**src/hdl/u16u8_pkg.sv**
```systemverilog
`default_nettype none

package u16u8_pkg;

  // configuration register indexes
  localparam logic CfgByteOrder   = 1'b0;
  localparam logic CfgMaxOutBytes = 1'b1;

  // byte order codes
  localparam logic [1:0] OrderBigEndian = 2'd2;

  localparam logic [15:0] MaxOutBytesReset = 16'hffff;

  typedef struct packed {
    logic [15:0] code_unit;
    logic        end_of_string;
  } in_item_t;

  typedef struct packed {
    logic [7:0]  out_byte;
    logic        byte_valid;
    logic [15:0] total_len;
    logic        string_done;
    logic        run_last;
  } out_item_t;

  // per-string conversion state
  typedef struct packed {
    logic [9:0]  held_high_bits;
    logic        held_valid;
    logic [15:0] bytes_written;
    logic        stopped;
  } conv_state_t;

  // results of one request, waiting to be sent
  typedef struct packed {
    logic [3:0][7:0] bytes;
    logic [2:0]      nbytes;
    logic            eos;
    logic [15:0]     base_len;
  } run_t;

endpackage

`default_nettype wire

```
**src/hdl/u16u8_decode.sv**
```systemverilog
`default_nettype none

module u16u8_decode (
  input  var u16u8_pkg::in_item_t    item_i,
  input  var u16u8_pkg::conv_state_t state_i,
  input  wire logic [1:0]            byte_order_i,
  input  wire logic [15:0]           max_out_bytes_i,
  output u16u8_pkg::conv_state_t     state_o,
  output u16u8_pkg::run_t            run_o
);

  logic [15:0] unit;
  logic        halt;
  logic        have;
  logic [20:0] cp;
  logic [2:0]  len;
  logic [3:0][7:0] enc;
  logic [15:0] remaining;
  logic        fits;
  u16u8_pkg::conv_state_t nxt;

  always_comb begin
    unit = (byte_order_i == u16u8_pkg::OrderBigEndian) ?
           {item_i.code_unit[7:0], item_i.code_unit[15:8]} : item_i.code_unit;
    nxt  = state_i;
    have = 1'b0;
    cp   = '0;
    // spent budget stops the string and drops a held unit
    if (!state_i.stopped && (state_i.bytes_written >= max_out_bytes_i)) begin
      nxt.stopped    = 1'b1;
      nxt.held_valid = 1'b0;
    end
    halt = nxt.stopped;
    if (!halt) begin
      if (state_i.held_valid && (unit[15:10] == 6'b110111)) begin
        cp             = 21'h010000 + {1'b0, state_i.held_high_bits, unit[9:0]};
        have           = 1'b1;
        nxt.held_valid = 1'b0;
      end else begin
        nxt.held_valid = 1'b0;
        if (unit == 16'h0000) begin
          nxt.stopped = 1'b1;
        end else if (unit[15:11] == 5'b11011) begin
          if (!unit[10]) begin
            nxt.held_high_bits = unit[9:0];
            nxt.held_valid     = 1'b1;
          end
        end else begin
          cp   = {5'b0, unit};
          have = 1'b1;
        end
      end
    end
  end

  always_comb begin
    enc = '0;
    if (cp <= 21'h00007f) begin
      len    = 3'd1;
      enc[0] = cp[7:0];
    end else if (cp <= 21'h0007ff) begin
      len    = 3'd2;
      enc[0] = {3'b110, cp[10:6]};
      enc[1] = {2'b10, cp[5:0]};
    end else if (cp <= 21'h00ffff) begin
      len    = 3'd3;
      enc[0] = {4'b1110, cp[15:12]};
      enc[1] = {2'b10, cp[11:6]};
      enc[2] = {2'b10, cp[5:0]};
    end else begin
      len    = 3'd4;
      enc[0] = {5'b11110, cp[20:18]};
      enc[1] = {2'b10, cp[17:12]};
      enc[2] = {2'b10, cp[11:6]};
      enc[3] = {2'b10, cp[5:0]};
    end
    // bytes_written is below the budget whenever a character is formed
    remaining = max_out_bytes_i - state_i.bytes_written;
    fits      = have && ({13'b0, len} <= remaining);
  end

  always_comb begin
    run_o.bytes    = enc;
    run_o.nbytes   = fits ? len : 3'd0;
    run_o.eos      = item_i.end_of_string;
    run_o.base_len = state_i.bytes_written;
    state_o        = nxt;
    state_o.bytes_written = state_i.bytes_written + {13'b0, run_o.nbytes};
    if (item_i.end_of_string) begin
      state_o = '0;
    end
  end

endmodule

`default_nettype wire

```
**src/hdl/u16u8_drain.sv**
```systemverilog
`default_nettype none

module u16u8_drain (
  input  wire logic             clk_i,
  input  wire logic             rst_ni,
  input  wire logic             load_i,
  input  var u16u8_pkg::run_t   run_i,
  output logic                  free_o,
  output logic                  out_valid_o,
  input  wire logic             out_ready_i,
  output u16u8_pkg::out_item_t  out_o
);

  u16u8_pkg::run_t run_q;
  logic            busy_q;
  logic [2:0]      idx_q;
  logic [2:0]      count;
  logic            last_now;
  logic            is_byte;

  always_comb begin
    count    = run_q.nbytes + {2'b0, run_q.eos};
    last_now = (idx_q + 3'd1) == count;
    is_byte  = idx_q < run_q.nbytes;
    free_o   = !busy_q || (out_ready_i && last_now);

    out_valid_o       = busy_q;
    out_o.out_byte    = is_byte ? run_q.bytes[idx_q[1:0]] : 8'h00;
    out_o.byte_valid  = is_byte;
    out_o.total_len   = run_q.base_len + {13'b0, idx_q} + {15'b0, is_byte};
    out_o.string_done = !is_byte;
    out_o.run_last    = last_now;
  end

  always_ff @(posedge clk_i or negedge rst_ni) begin
    if (!rst_ni) begin
      busy_q <= 1'b0;
      idx_q  <= '0;
    end else if (load_i) begin
      busy_q <= (run_i.nbytes != 3'd0) || run_i.eos;
      idx_q  <= '0;
    end else if (busy_q && out_ready_i) begin
      if (last_now) begin
        busy_q <= 1'b0;
      end else begin
        idx_q <= idx_q + 3'd1;
      end
    end
  end

  always_ff @(posedge clk_i) begin
    if (load_i) begin
      run_q <= run_i;
    end
  end

`ifndef SYNTHESIS
  a_load_when_free: assert property (@(posedge clk_i) disable iff (!rst_ni)
    load_i |-> (!busy_q || (out_ready_i && last_now)))
    else $error("run loaded over unsent results");
  a_close_only_unbyte: assert property (@(posedge clk_i) disable iff (!rst_ni)
    (out_valid_o && !out_o.byte_valid) |-> (out_o.string_done && out_o.run_last))
    else $error("result without byte is not a closing result");
  a_run_continues: assert property (@(posedge clk_i) disable iff (!rst_ni)
    (out_valid_o && out_ready_i && !out_o.run_last) |=> out_valid_o)
    else $error("run cut short");
  a_idx_bound: assert property (@(posedge clk_i) disable iff (!rst_ni)
    busy_q |-> (idx_q < count))
    else $error("result index beyond run");
`endif

endmodule

`default_nettype wire

```
**src/hdl/utf16_to_utf8_stream.sv**
```systemverilog
// flow: a request is held in the input register, then its run is loaded into the drain
//   register once the drain stage is free, and the drain stage offers its first result
// throughput: one result per cycle while out_ready_i is high, set by the single-result
//   drain stage; a request yields up to five results, its bytes and an end mark
// reset: asynchronous active low; clears control, string state and registers
//   (byte order host, budget 65535)
`default_nettype none

module utf16_to_utf8_stream (
  input  wire logic                 clk_i,
  input  wire logic                 rst_ni,
  // configuration write port
  input  wire logic                 cfg_we_i,
  input  wire logic                 cfg_idx_i,
  input  wire logic [15:0]          cfg_data_i,
  // code unit requests
  input  wire logic                 in_valid_i,
  output logic                      in_ready_o,
  input  var u16u8_pkg::in_item_t   in_i,
  // utf-8 results
  output logic                      out_valid_o,
  input  wire logic                 out_ready_i,
  output u16u8_pkg::out_item_t      out_o
);

  // configuration registers
  logic [1:0]  byte_order_q;
  logic [15:0] max_out_bytes_q;

  // input register
  logic                  in_valid_q;
  u16u8_pkg::in_item_t   in_q;

  // string state, updated as each request moves to the drain stage
  u16u8_pkg::conv_state_t state_q;
  u16u8_pkg::conv_state_t state_d;
  u16u8_pkg::run_t        run;

  logic free;
  logic load;

  // a request leaves the input register once the drain stage can take its run;
  // the input register refills in the same cycle
  assign load       = in_valid_q && free;
  assign in_ready_o = !in_valid_q || load;

  always_ff @(posedge clk_i or negedge rst_ni) begin
    if (!rst_ni) begin
      byte_order_q    <= '0;
      max_out_bytes_q <= u16u8_pkg::MaxOutBytesReset;
    end else if (cfg_we_i) begin
      unique case (cfg_idx_i)
        u16u8_pkg::CfgByteOrder:   byte_order_q    <= cfg_data_i[1:0];
        u16u8_pkg::CfgMaxOutBytes: max_out_bytes_q <= cfg_data_i;
        default: ;
      endcase
    end
  end

  always_ff @(posedge clk_i or negedge rst_ni) begin
    if (!rst_ni) begin
      in_valid_q <= 1'b0;
      state_q    <= '0;
    end else begin
      if (in_ready_o) begin
        in_valid_q <= in_valid_i;
      end
      if (load) begin
        state_q <= state_d;
      end
    end
  end

  // payload, no reset needed
  always_ff @(posedge clk_i) begin
    if (in_ready_o && in_valid_i) begin
      in_q <= in_i;
    end
  end

  // surrogate pairing, budget check and utf-8 encoding of one unit
  u16u8_decode u_decode (
    .item_i          (in_q),
    .state_i         (state_q),
    .byte_order_i    (byte_order_q),
    .max_out_bytes_i (max_out_bytes_q),
    .state_o         (state_d),
    .run_o           (run)
  );

  // holds one run of up to five results and sends them one per cycle while out_ready_i is high
  u16u8_drain u_drain (
    .clk_i       (clk_i),
    .rst_ni      (rst_ni),
    .load_i      (load),
    .run_i       (run),
    .free_o      (free),
    .out_valid_o (out_valid_o),
    .out_ready_i (out_ready_i),
    .out_o       (out_o)
  );

endmodule

`default_nettype wire
```
**config.mk**
```make
export PLATFORM = sky130hd
export DESIGN_NAME = utf16_to_utf8_stream
export DESIGN_NICKNAME = d
export VERILOG_FILES = /design/src/hdl/u16u8_pkg.sv /design/src/hdl/u16u8_decode.sv /design/src/hdl/u16u8_drain.sv /design/src/hdl/utf16_to_utf8_stream.sv
export SDC_FILE = /design/constraint.sdc
export NUM_CORES = 1
export LEC_CHECK = 0
export BUFFER_PORTS_ARGS = -buffer_cell sky130_fd_sc_hd__buf_2
export CAP_MARGIN = 20
export CORE_MARGIN = 2
export CORE_UTILIZATION = 25
export DETAILED_ROUTE_END_ITERATION = 7
export GPL_TIMING_DRIVEN = 0
export SLEW_MARGIN = 30
export SYNTH_ARGS = -nofsm -noshare
export SYNTH_HDL_FRONTEND = slang
export SYNTH_SLANG_ARGS = --single-unit
```
**constraint.sdc**
```tcl
create_clock -name clk_i -period 5.9 [get_ports clk_i]
set_input_delay 1.18 -clock clk_i [delete_from_list [all_inputs] [get_ports clk_i]]
set_output_delay 1.18 -clock clk_i [all_outputs]
set_load 0.05 [all_outputs]
```
After elaboration in Yosys (flattened, before gate mapping)
Cells that the tools add are included.

Flip-flop bits (word level): 120. Input bits: 39. Output and inout bits: 29. Word-level logic and storage cells: 110.

Add/subtract/negate cells: 7. $lt $le $gt $ge: 7. Equality and inequality tests: 10. Mux-type cells: 38. Bitwise operators: 1. Reduce and logical (&&, ||, !) cells: 27.

Operators with widths (count): $mux W21 (3); $mux W16 (3); $mux W11 (4); $add A16 B3 Y16 (2); $mux W8 (4); $mux W28 (1); $mux W22 (1); $add A17 B20 Y21 const A (1); $le A21 B11 Y1 const B (1); $le A21 B16 Y1 const B (1); $le A21 B7 Y1 const B (1); $mux W3 (7); $add A16 B1 Y16 (1); $bmux W8 S2 (1); $ge A16 B16 Y1 (1); $le A3 B16 Y1 (1); $logic_not A16 Y1 (1); $sub A16 B16 Y16 (1); $mux W1 (13); $mux W10 (1); $ne A2 B2 Y1 const B (5); $reduce_and A2 Y1 (5); $logic_and A1 B1 Y1 (7); $eq A6 B6 Y1 const B (1); other kinds (16) (23).

Longest topological paths before layout
Word-level depth: 17. Depth in mapped cells: 28. Mapped depth without buffers: 26.

Modules after synthesis
From an unflattened synthesis, not the netlist that was laid out.

Cells, all modules: 694. Area total of the unflattened synthesis: 7509.7 µm².

Modules (own cells, without submodules): u16u8_drain (instances 1, cells each 164, area each 2591.2 µm², sequential area each 1661.6 µm²); u16u8_decode (instances 1, cells each 409, area each 2581.2 µm², sequential area each 0.0 µm²); utf16_to_utf8_stream (instances 1, cells each 121, area each 2337.2 µm², sequential area each 1706.6 µm²).

Worst setup path before layout
Ideal clock, no wire load.

Path type: register -> register. Start: reg max_out_bytes_q[0]. End: reg state_q[11] in the netlist's numbering. Setup time: 0.136 ns. Arrival time: 5.368 ns. Required time: 5.764 ns. Slack: 0.396 ns. Cell stages (with the launch flop): 27. Path buffers: 2. Clock period less this slack: 5.504 ns. Cells stage by stage: dfstp_2 -> inv_1 -> ha_1 -> inv_1 -> fa_1 -> nand3_1 -> a21o_1 -> a211oi_1 -> o21ai_1 -> clkbuf_1 -> a31oi_2 -> a2bb2oi_1 -> ha_1 -> nand3_1 -> o21ai_0 -> a2111o_1 -> a2111oi_0 -> o2111ai_1 -> nor4_1 -> nor3_1 -> ha_1 -> fa_1 -> a21oi_1 -> or3_1 -> clkbuf_1 -> or3_1 -> a21oi_1.

RTL lines: start: declaration (RTL line utf16_to_utf8_stream.sv:28) `logic [15:0] max_out_bytes_q;`; start signal: assignment (RTL line utf16_to_utf8_stream.sv:50) `max_out_bytes_q <= u16u8_pkg::MaxOutBytesReset;`; start signal: assignment (RTL line utf16_to_utf8_stream.sv:54) `u16u8_pkg::CfgMaxOutBytes: max_out_bytes_q <= cfg_data_i;`; end signal: assignment (RTL line utf16_to_utf8_stream.sv:69) `state_q <= state_d;`; end: declaration (RTL line utf16_to_utf8_stream.sv:35) `u16u8_pkg::conv_state_t state_q;`.

==> results_tabular.tex <==
\begin{tabular}{lr}
\hline
Metric & Value \\
\hline
\multicolumn{2}{l}{\textbf{GRT}} \\
\quad Via count of the first global-routing pass & 5541 \\
\quad Pin count of the biggest net entering global routing & 52 \\
\quad Wire length of the first global-routing pass & 29.34 mm \\
\quad Sum of overflow across all layers after global routing & 0 \\
\quad Antenna violations before repair & 0 \\
\quad Total routing resource utilization after global routing & 12.16\% \\
\multicolumn{2}{l}{\textbf{Synthesis}} \\
\quad Syn\_nets & 772 \\
\quad Number of register bits inferred by synthesis & 117 \\
\quad Fraction of synthesized cell area in xor and xnor cells & 3.143\% \\
\quad Number of enable-type register cells in the synthesized netlist & 66 \\
\quad Most instantiated flip-flop cell in the synthesis netlist & edfxtp\_1 \\
\quad Netlist area before placement & 7244 sq um \\
\quad Area fraction in compound gates after synthesis & 15.94\% \\
\quad Synth Warn \# & 0 \\
\quad Gate Count Post-Synth & 699 \\
\quad Post-Syn Area per Cell & 10.36 sq um \\
\quad Async set-reset flop share out of synthesis & 43.59\% \\
\quad Post-synthesis share of cell area spent on full adders, half adders and majority gates & 6.287\% \\
\quad Dominant combinational cell family by area after synthesis & simple AND/OR/NAND/NOR gates \\
\quad Basic-gate share of the synthesized area counting and, or, nand and nor cells & 17.37\% \\
\quad Cell variety after synth & 79 \\
\quad Mux cell area share after synthesis & 7.668\% \\
\quad Share of the yosys chip area belonging to registers & 45.25\% \\
\multicolumn{2}{l}{\textbf{Job}} \\
\quad Number of max-cap violations & 0 \\
\multicolumn{2}{l}{\textbf{Die}} \\
\quad Num rows & 62 \\
\quad Die Span Y & 174.2 um \\
\quad Core Box Area & 28630 sq um \\
\quad Count of pins on the block boundary & 68 \\
\quad Width of the die & 174.2 um \\
\quad Effective utilization at floorplan & 25.31\% \\
\quad Die Area & 30360 sq um \\
\multicolumn{2}{l}{\textbf{Power}} \\
\quad Switching share of power & 45.77\% \\
\quad Design internal power & 2678 uW \\
\quad Peak VDD IR & 0.1601 mV \\
\quad Clk network pwr share & 20.0\% \\
\quad Static power due to leakage & 0.003552 uW \\
\quad Part of the power in registers & 28.0\% \\
\quad P per Cell Area & 551.6 nW/um\^{}2 \\
\quad Part of the total power dissipated in combinational logic & 52.0\% \\
\quad Net switching power of the design & 2260 uW \\
\multicolumn{2}{l}{\textbf{Timing}} \\
\quad Slew headroom & 52.24\% \\
\quad Number of endpoints failing setup at the final stage & 0 \\
\quad Worst setup slack after layout & 133.2 ps \\
\quad Transition time at the pin with the least slew margin & 716.4 ps \\
\quad Highest clock rate & 0.1734 GHz \\
\quad Final total negative setup slack & 0 ps \\
\quad Post-route minimum period & 5767 ps \\
\quad Portion of the clock cycle consumed by the worst path in the final layout & 97.74\% \\
\quad Max Transition Viols Final & 0 \\
\quad Final Hold Fails & 0 \\
\quad Setup clock skew after layout & 9.524 ps \\
\quad RSZ-0062 raised after global routing & yes \\
\multicolumn{2}{l}{\textbf{Detailed routing}} \\
\quad Residual antenna-violating net count after detailed routing & 0 \\
\quad Detailed Route Iter0 Violations & 453 \\
\quad Via total after detailed routing & 5713 \\
\quad Detail-routed via count per cell & 4.773 \\
\quad DRC errors left & 0 \\
\quad Routed WL per cell & 15.19 um \\
\quad Total wire length after detailed routing & 18.18 mm \\
\quad Pre-antenna DRT Iters & 5 \\
\multicolumn{2}{l}{\textbf{Setup path}} \\
\quad Path type of the worst setup path & register to register \\
\quad Capturing element type of the critical path & register \\
\quad Origin of the critical flop-to-flop path & byte\_order\_q[0] \\
\quad Nature of the critical path startpoint & register \\
\quad Crit path required time & 6240 ps \\
\quad Critical Path AT & 6100 ps \\
\quad Capture point of the worst path & state\_q[14] \\
\quad Top fanout value on the critical path & 10 \\
\quad Number of cells on the worst reg-to-reg path & 26 \\
\quad Worst Setup SP & byte\_order\_q[0] \\
\quad Critical R2R Capture & state\_q[14] \\
\quad Minimum setup slack among reg-to-reg paths & 130 ps \\
\multicolumn{2}{l}{\textbf{Layout}} \\
\quad Layout filler cell count & 2915 \\
\quad Sequential standard cell area & 3281 sq um \\
\quad Footprint of the multi-input gates & 3812 sq um \\
\quad Share of layout cells above drive strength 1 & 25.83\% \\
\quad Area growth from synthesis to layout & 23.59\% \\
\quad Number of nets at the end of the flow & 873 \\
\quad Most common cell after layout, fill and taps aside & buf\_2 \\
\quad Antenna cells & 0 \\
\quad Commonest non-fill, non-tap cells in the layout & 68 x buf\_2, 66 x edfxtp\_1, 49 x nand2\_1 \\
\multicolumn{2}{l}{\textbf{Placement}} \\
\quad Pre-CTS worst setup slack & -1110 ps \\
\quad Port-buffer cells & 67 \\
\quad Post-detail-place hpwl & 13.66 mm \\
\quad Global placer's final weighted congestion & 0.9020 \\
\multicolumn{2}{l}{\textbf{Clock network}} \\
\quad Inserted Clock Buffers & 17 \\
\quad CTS sink cnt & 117 \\
\quad Max H-tree Level & 4 \\
\quad Skew-Pair Late Insertion Delay & 420 ps \\
\quad Post-CTS Hold Fix Bufs & 0 \\
\quad Worst-case clock buffer depth & 2 \\
\quad CTS root buffer & clkbuf\_16 \\
\quad Clock tree from TritonCTS & yes \\
\quad Clock edge transition at the registers on the reported setup and hold paths & 60 ps \\
\multicolumn{2}{l}{\textbf{Status}} \\
\quad Outcome & complete, no violations \\
\multicolumn{2}{l}{\textbf{Hold path}} \\
\quad Hold/Removal Path Class & register to register \\
\hline
\end{tabular}
## worst max-delay path, stage by stage (launching register included)
cell and delay (ps):
dfrtp_2 440, nor2b_4 110, buf_6 130, mux2_4 290, or3_4 370, a2111oi_4 280, buf_4 200, a41oi_4 130
buf_4 180, nor2_4 150, nor2_1 60, ha_1 290, nor2b_1 120, o21ai_0 110, a2111o_1 470, a2111oi_4 210
o2111ai_2 200, nor4_4 300, buf_4 190, nor4_4 50, ha_1 290, a21o_1 100, a21o_1 160, nand4b_1 170
buf_6 190, or3_1 340, a21oi_2 150
## per-stage QoR
stage | total power, uW | hold slack (ps) | util [%] | instance area (sq um) | instances
floorplan | 3257 | 442.0 | - | 7244 | 699
global placement | 3833 | 455.4 | 28.16 | 8060 | 1150
detailed placement | 3873 | 465.5 | 28.24 | 8083 | 1151
CTS | 4901 | 477.6 | 30.44 | 8712 | 1182
global route | 5260 | 502.8 | 31.28 | 8954 | 1197
finish | 4939 | 470.7 | 31.28 | 8954 | 1197
## flip-flops by register name, summed over array words and instances, names as in the netlist
| signal | count |
|---|---|
| u_drain.run_q | 49 |
| state_q | 28 |
| in_q | 17 |
| max_out_bytes_q | 16 |
| u_drain.idx_q | 3 |
| byte_order_q | 2 |
| in_valid_q | 1 |
| u_drain.out_valid_o | 1 |
## per-layer routing
| metal | GRT usage, % | share of wire, % |
|---|---|---|
| met5 | 0 | 0 |
| met4 | 4.027 | 1.7 |
| met3 | 3.346 | 5.2 |
| met2 | 18.22 | 45 |
| met1 | 16.87 | 48 |
## cells in the mapped netlist (all sizes together), types with 4 or more instances
cell type,number,share of area [%]
nor4,20,1.7
a21o,22,2.3
nand2b,8,0.69
xor2,10,1.2
clkbuf,18,0.93
o21a,5,0.52
nand4,8,0.69
nor2,38,2.1
a21oi,48,3.4
nand3,30,2.1
o21ai,33,2.3
xnor2,16,1.9
nand2,50,2.6
mux2i,15,2.1
fa,4,1.1
buf,10,0.88
nor3,22,1.5
ha,30,5.2
mux4,7,2.2
dfrtp,35,12
dfstp,16,5.8
o22ai,8,0.69
and2,6,0.52
mux2,21,3.4
edfxtp,66,27
inv,47,2.5
or3,20,1.8
a31oi,5,0.52
nor2b,13,1.2
and3,5,0.43
## layout make-up
type / instances / share of cell area [%]
plain buffers: 24 / 1.509
clock buffers: 18 / 4.793
clock inverters: 14 / 1.509
inverters: 48 / 2.096
multi-input cells: 506 / 42.58
flip-flops and latches: 117 / 36.64
well taps: 384 / 5.366
repair buffers: 86 / 5.506
## logic make-up after synthesis
logic type               count (synthesis)
flip-flops                             117
XOR/XNOR                                26
buffers and inverters                   76
AO/OA/AOI/OAI                          167
AND/OR/NAND/NOR                        236
adder cells (fa/ha/maj)                 34
multiplexers                            43
## how the worst min path moves through the flow
stage,endpoint,startpoint,cells past startpoint,slack [ps]
5_1_grt,state_q[23],state_q[23],1,500
6_report,state_q[23],state_q[23],1,470
2_1_floorplan,state_q[23],state_q[23],1,440
4_1_cts,state_q[23],state_q[23],1,480
3_3_place_gp,state_q[23],state_q[23],1,460
3_5_place_dp,state_q[23],state_q[23],1,470
## repair_timing
action	CTS	global route
setup endpoints to repair	16	12
pin swaps	3	9
resized for setup	16	31
buffers inserted	1	17
## power groups by stage
stage	sequential [uW]	combinational, uW	clock [uW]
after floorplan	1360	1900	0
after global placement	1410	2420	0
after detailed placement	1400	2470	0
after CTS	1390	2500	1010
after global routing	1420	2790	1050
final	1390	2570	987
Note: power is estimated with default switching activity, not from simulation.
